==> config.mk <==
export PLATFORM = sky130hd
export DESIGN_NAME = sem_back
export DESIGN_NICKNAME = d
export VERILOG_FILES = /design/src/hw/rtl/sem_pkg.sv /design/src/hw/rtl/sem_back.sv
export SDC_FILE = /design/constraint.sdc
export NUM_CORES = 2
export LEC_CHECK = 0
export BUFFER_PORTS_ARGS = -buffer_cell sky130_fd_sc_hd__buf_2
export CAP_MARGIN = 25
export CORE_ASPECT_RATIO = 0.9
export CORE_MARGIN = 2
export CORE_UTILIZATION = 57
export DETAILED_ROUTE_END_ITERATION = 12
export PLACE_DENSITY_LB_ADDON = 0.05
export RECOVER_POWER = 100
export SYNTH_ARGS = -nofsm -noshare
export SYNTH_HDL_FRONTEND = slang
export SYNTH_SLANG_ARGS = --single-unit
==> constraint.sdc <==
create_clock -name clk -period 11.3 [get_ports clk]
set_input_delay 3.39 -clock clk [delete_from_list [all_inputs] [get_ports clk]]
set_output_delay 3.39 -clock clk [all_outputs]
set_load 0.02 [all_outputs]
==> src/hw/rtl/sem_pkg.sv <==
package sem_pkg;

  localparam int MAX_WIDTH = 1024;
  localparam int COL_W     = $clog2(MAX_WIDTH);
  localparam int WID_W     = 11;
  localparam int HGT_W     = 13;
  localparam int ROW_W     = 13;
  localparam int PIX_W     = 24;
  // gx^2 + gy^2 reaches 2 * 1020^2
  localparam int SUM_W     = 22;

  localparam logic [0:0] REG_WIDTH  = 1'b0;
  localparam logic [0:0] REG_HEIGHT = 1'b1;

  // Window snapshot with border masks, handed from the front part to the back part
  typedef struct packed {
    logic [PIX_W-1:0] p0, p1, p2, p3, p4, p5, p6, p7, p8;
    logic [2:0]       rv;
    logic [2:0]       cv;
    logic             last;
  } win_t;

  typedef struct packed {
    logic [7:0] red;
    logic [7:0] green;
    logic [7:0] blue;
    logic       last;
  } res_t;

endpackage

==> src/hw/rtl/sem_back.sv <==
// Back part: Sobel sums, then an iterative rounded root, one result bit per cycle
// for the three channels in parallel.
module sem_back import sem_pkg::*; (
  input  logic clk,
  input  logic rst,
  input  logic win_valid,
  output logic win_ready,
  input  win_t win,
  output logic out_valid,
  input  logic out_ready,
  output res_t res
);
  localparam logic [1:0] ST_IDLE = 2'd0;
  localparam logic [1:0] ST_SQR  = 2'd1;
  localparam logic [1:0] ST_ROOT = 2'd2;
  localparam logic [1:0] ST_OUT  = 2'd3;

  logic [1:0]        state;
  logic [3:0]        step;
  logic signed [11:0] gx [3];
  logic signed [11:0] gy [3];
  logic [SUM_W-1:0]  s  [3];
  logic [8:0]        r  [3];
  logic              last;

  function automatic logic signed [11:0] px(input logic [PIX_W-1:0] p, input int c,
                                           input logic m);
    return m ? 12'(signed'({4'b0, p[c*8 +: 8]})) : 12'sd0;
  endfunction

  assign win_ready = (state == ST_IDLE);
  assign out_valid = (state == ST_OUT);

  always_ff @(posedge clk) begin
    logic signed [11:0] a [9];
    logic [SUM_W-1:0] t;
    if (rst) begin
      state <= ST_IDLE;
    end else begin
      unique case (state)
        ST_IDLE: begin
          if (win_valid) begin
            for (int c = 0; c < 3; c++) begin
              a[0] = px(win.p0, 2-c, win.rv[0] & win.cv[0]);
              a[1] = px(win.p1, 2-c, win.rv[0]);
              a[2] = px(win.p2, 2-c, win.rv[0] & win.cv[2]);
              a[3] = px(win.p3, 2-c, win.cv[0]);
              a[5] = px(win.p5, 2-c, win.cv[2]);
              a[6] = px(win.p6, 2-c, win.rv[2] & win.cv[0]);
              a[7] = px(win.p7, 2-c, win.rv[2]);
              a[8] = px(win.p8, 2-c, win.rv[2] & win.cv[2]);
              gx[c] <= 12'(a[2] - a[0] + 12'sd2 * (a[5] - a[3]) + a[8] - a[6]);
              gy[c] <= 12'(a[6] - a[0] + 12'sd2 * (a[7] - a[1]) + a[8] - a[2]);
            end
            last  <= win.last;
            state <= ST_SQR;
          end
        end
        ST_SQR: begin
          // squares formed at 24 bits, all positive
          for (int c = 0; c < 3; c++) begin
            s[c] <= SUM_W'(24'(gx[c]) * 24'(gx[c])) + SUM_W'(24'(gy[c]) * 24'(gy[c]));
            r[c] <= '0;
          end
          step  <= 4'd8;
          state <= ST_ROOT;
        end
        ST_ROOT: begin
          // bit-by-bit root; last pass applies rounding and saturation
          for (int c = 0; c < 3; c++) begin
            if (step != 4'd0) begin
              t = SUM_W'(r[c] | (9'd1 << (step - 1'b1)));
              if (t * t <= s[c]) r[c] <= t[8:0];
            end else begin
              t = SUM_W'(r[c]) * SUM_W'(r[c]) + SUM_W'(r[c]);
              if (s[c] >= SUM_W'(65281)) r[c] <= 9'd255;
              else if (s[c] > t) r[c] <= (r[c] >= 9'd255) ? 9'd255 : r[c] + 1'b1;
            end
          end
          if (step == 4'd0) state <= ST_OUT;
          else step <= step - 1'b1;
        end
        ST_OUT: begin
          if (out_ready) state <= ST_IDLE;
        end
        default: state <= ST_IDLE;
      endcase
    end
  end

  assign res.red   = r[0][7:0];
  assign res.green = r[1][7:0];
  assign res.blue  = r[2][7:0];
  assign res.last  = last;
endmodule

==> metrics <==
status=finished with violations; failing checks=max-capacitance violations, max-slew violations; die area=approximately 0.12 mm²; Hold Path Class=register to register; worst hold path cell count=2; fmax=0.0927 GHz; fraction of layout cells with a size suffix above 1=0.0472; post-synthesis compound-gate area fraction=0.0619; Yosys reg bits=172; Vias/cell=5.21; area of the multi-input gates=0.0557 mm²; synthesized-area fraction occupied by adder cells=0.575; final period utilization=0.955; IO Port Bufs=between 200 and 250; crit-path max FO=19; CP peak stage delay=between 0.6 and 0.7 ns; WL final=160 mm; Hold Vio Cnt, Final=0; first-pass GRT wire length=267 mm; Worst setup SP type=register; Mapped Avg Cell Area=a little over 9 µm²; vias in the first global route=around 51,000; Die X=371 µm; register area share after synthesis=0.0746; FF+latch area=between 0.005 and 0.006 mm²; initial cell density of the core=0.573; Worst-Skew Late Latency=0.52 ns; clk root buf=clkbuf_16; number of antenna violations at the first check in global routing=4; largest family of logic cells by synthesized area=adder cells; number of synthesized flops with an enable pin=170; critical path's slowest cell=a2111oi_0; maxcap violations=4; largest net degree at the start of global routing=62; critical path required time=11.62 ns; Clock Tree Buf Depth=2; ANT nets after route=0; Final HPWL DP=between 100 and 150 mm; DRT iter0 DRCs=~2,500; RePlAce Congestion=approximately 0.92; Post-Syn Area=about 0.07 mm²; Rel. slew slack=-1.20; total number of vias=47,700; synth unique cells=75; CTS tree=done; hold buffers post-CTS=0; die height=between 300 and 400 µm; simple-gate share of the synthesized area=0.117; Ports=about 250; 1st-pass router iterations=5; DRC violations left=0; Setup CP Type=register to register; Post-synth ARST share=0; GRT overflow=0; xor-xnor portion of the synthesized cell area=0.0508; Worst Max-Slew Pin Slew=around 3.3 ns; syn nets=approximately 10,000; Pins Over Slew Limit=about 140; design area=slightly above 0.07 mm²; Syn Inst Count=between 7,000 and 8,000; R2R cell count=39; CTS Buf Count=17; Clock Skews=0.0202 ns; drt wl/cell=between 15 and 20 µm; crit end category=register; placed cell area=0.0719 mm²; H-tree Lvls=4; fin nets=slightly above 10,000; RSZ-0062 raised after global routing=no; GR Util All Layers=0.274; Core Area=between 0.1 and 0.15 mm²; Crit path arrival time=11.12 ns; Fill cells=10,700; Final setup viols=0; crit path time final=around 11 ns; post-synthesis mux area share=0.00141; row cnt=between 100 and 150; area delta synth->final=4.94%; clock transition at the registers of the reported paths=about 0.090 ns; Clock Sinks=~170; setup TNS=0 ns; ys flop type=edfxtp_1; YS warnings=0
-- sequential cells by signal, indices dropped and copies added, names as in the netlist --
signal / count
step: 4
r: 27
gy: 36
gx: 36
last: 1
s: 66
state: 2
-- cell usage after synthesis, types with 3 or more instances --
library cell	n	share of area
a21oi_1	190	0.014
nor2b_1	71	0.0064
buf_4	25	0.0027
ha_1	983	0.18
o311ai_0	3	0.00038
o211ai_1	6	0.00065
inv_1	1953	0.11
a31o_2	6	0.00076
a311oi_1	8	0.0010
mux2i_1	3	0.00044
o21a_1	31	0.0034
o21ai_0	113	0.0082
buf_1	5	0.00027
nor3b_1	8	0.00087
nor2_1	329	0.018
o31ai_1	12	0.0013
clkinv_1	13	0.00071
o41ai_1	4	0.00051
a31oi_1	15	0.0014
nor4_1	15	0.0014
clkbuf_1	148	0.0081
a41oi_1	5	0.00063
nand4_1	30	0.0027
fa_1	1369	0.40
or2_2	25	0.0023
a211oi_1	22	0.0024
mux2_2	6	0.00098
nor3_1	64	0.0046
a21o_1	116	0.013
o21ai_1	5	0.00036
xor2_1	93	0.012
edfxtp_1	170	0.074
and2_1	425	0.039
o2111ai_1	8	0.0010
o21bai_1	41	0.0045
or3_1	13	0.0012
and3_1	38	0.0034
nand3_1	52	0.0038
o31a_1	3	0.00038
a21boi_0	23	0.0025
nand2b_1	47	0.0043
a221oi_1	18	0.0023
xnor2_1	305	0.039
nand2_1	525	0.029
-- cell usage in the layout, fill, tap and decap left out, types with 31 or more instances in the layout --
master / count
and3_1: 38
xnor2_1: 304
nor3_1: 64
nand3_1: 52
nand2_1: 525
buf_2: 217
nor2b_1: 71
o21a_1: 31
and2_1: 411
ha_1: 983
fa_1: 1369
clkbuf_1: 34
edfxtp_1: 170
buf_4: 52
nor2_1: 328
o21bai_1: 41
o21ai_0: 113
inv_1: 1953
a21oi_1: 188
xor2_1: 93
a21o_1: 116
nand2b_1: 47
-- repair_timing --
item,CTS,global route
gates resized for setup,0,5
setup buffers,0,0
endpoints found under the setup margin,0,35
-- cells by family (layout without fill, tap and decap cells) --
group | after synthesis | in the layout
compound gates | 653 | 653
mux | 9 | 9
buf+inv | 2151 | 2304
simple gates | 1651 | 1651
flops | 172 | 172
xor+xnor | 399 | 399
fa+ha+maj | 2352 | 2352
other cells | 0 | 5
-- per-stage QoR --
step / hold WS [ns] / setup slack (ns) / instances / util
after floorplan: 0.507 / 1.84 / 7387 / -
after global placement: 0.529 / 0.314 / 9107 / 0.597
after detailed placement: 0.548 / 0.330 / 9107 / 0.597
after CTS: 0.560 / 0.241 / 9139 / 0.602
after global routing: 0.598 / 0.0183 / 9143 / 0.601
final: 0.553 / 0.507 / 9144 / 0.601
-- routing by layer --
metal  global-route usage  share of wire  vias up
li1                     -              -    22700
met1                0.400           0.47    23800
met2                0.449           0.47     1054
met3               0.0242          0.045      144
met4               0.0576          0.020        0
met5                    0              0        -
-- path summary, 6_finish.rpt --
kind | slack (ns) | end | from
hold / removal | 0.55 | state[0] | state[0]
hold reg to reg | 0.55 | state[0] | state[0]
setup reg to reg | 0.51 | r[1][4] | step[0]
setup / recovery | 0.51 | r[1][4] | step[0]
-- layout make-up --
cell class	count	area share
flip-flops and latches	172	0.0711
multi-input cells	5064	0.769
clock buffers	19	0.00612
repair buffers	304	0.0222
well taps	1599	0.0276
diodes	5	0.000173
clock inverters	13	0.00171
inverters	1968	0.102
-- critical path: cells and delay by family (launching register included) --
kind | cells | cell delay (ns)
DFF | 1 | 0.45
xor gates and xnor gates | 2 | 0.49
and+or+nand+nor | 8 | 1.93
adders and majority gates | 10 | 4.07
buffers and inverters | 8 | 0.96
AOI/OAI and AO/OA | 11 | 2.68
Power is left out: the tool's default activity adds up to more than one toggle a clock period on the data nets, which glitch-free logic cannot reach.
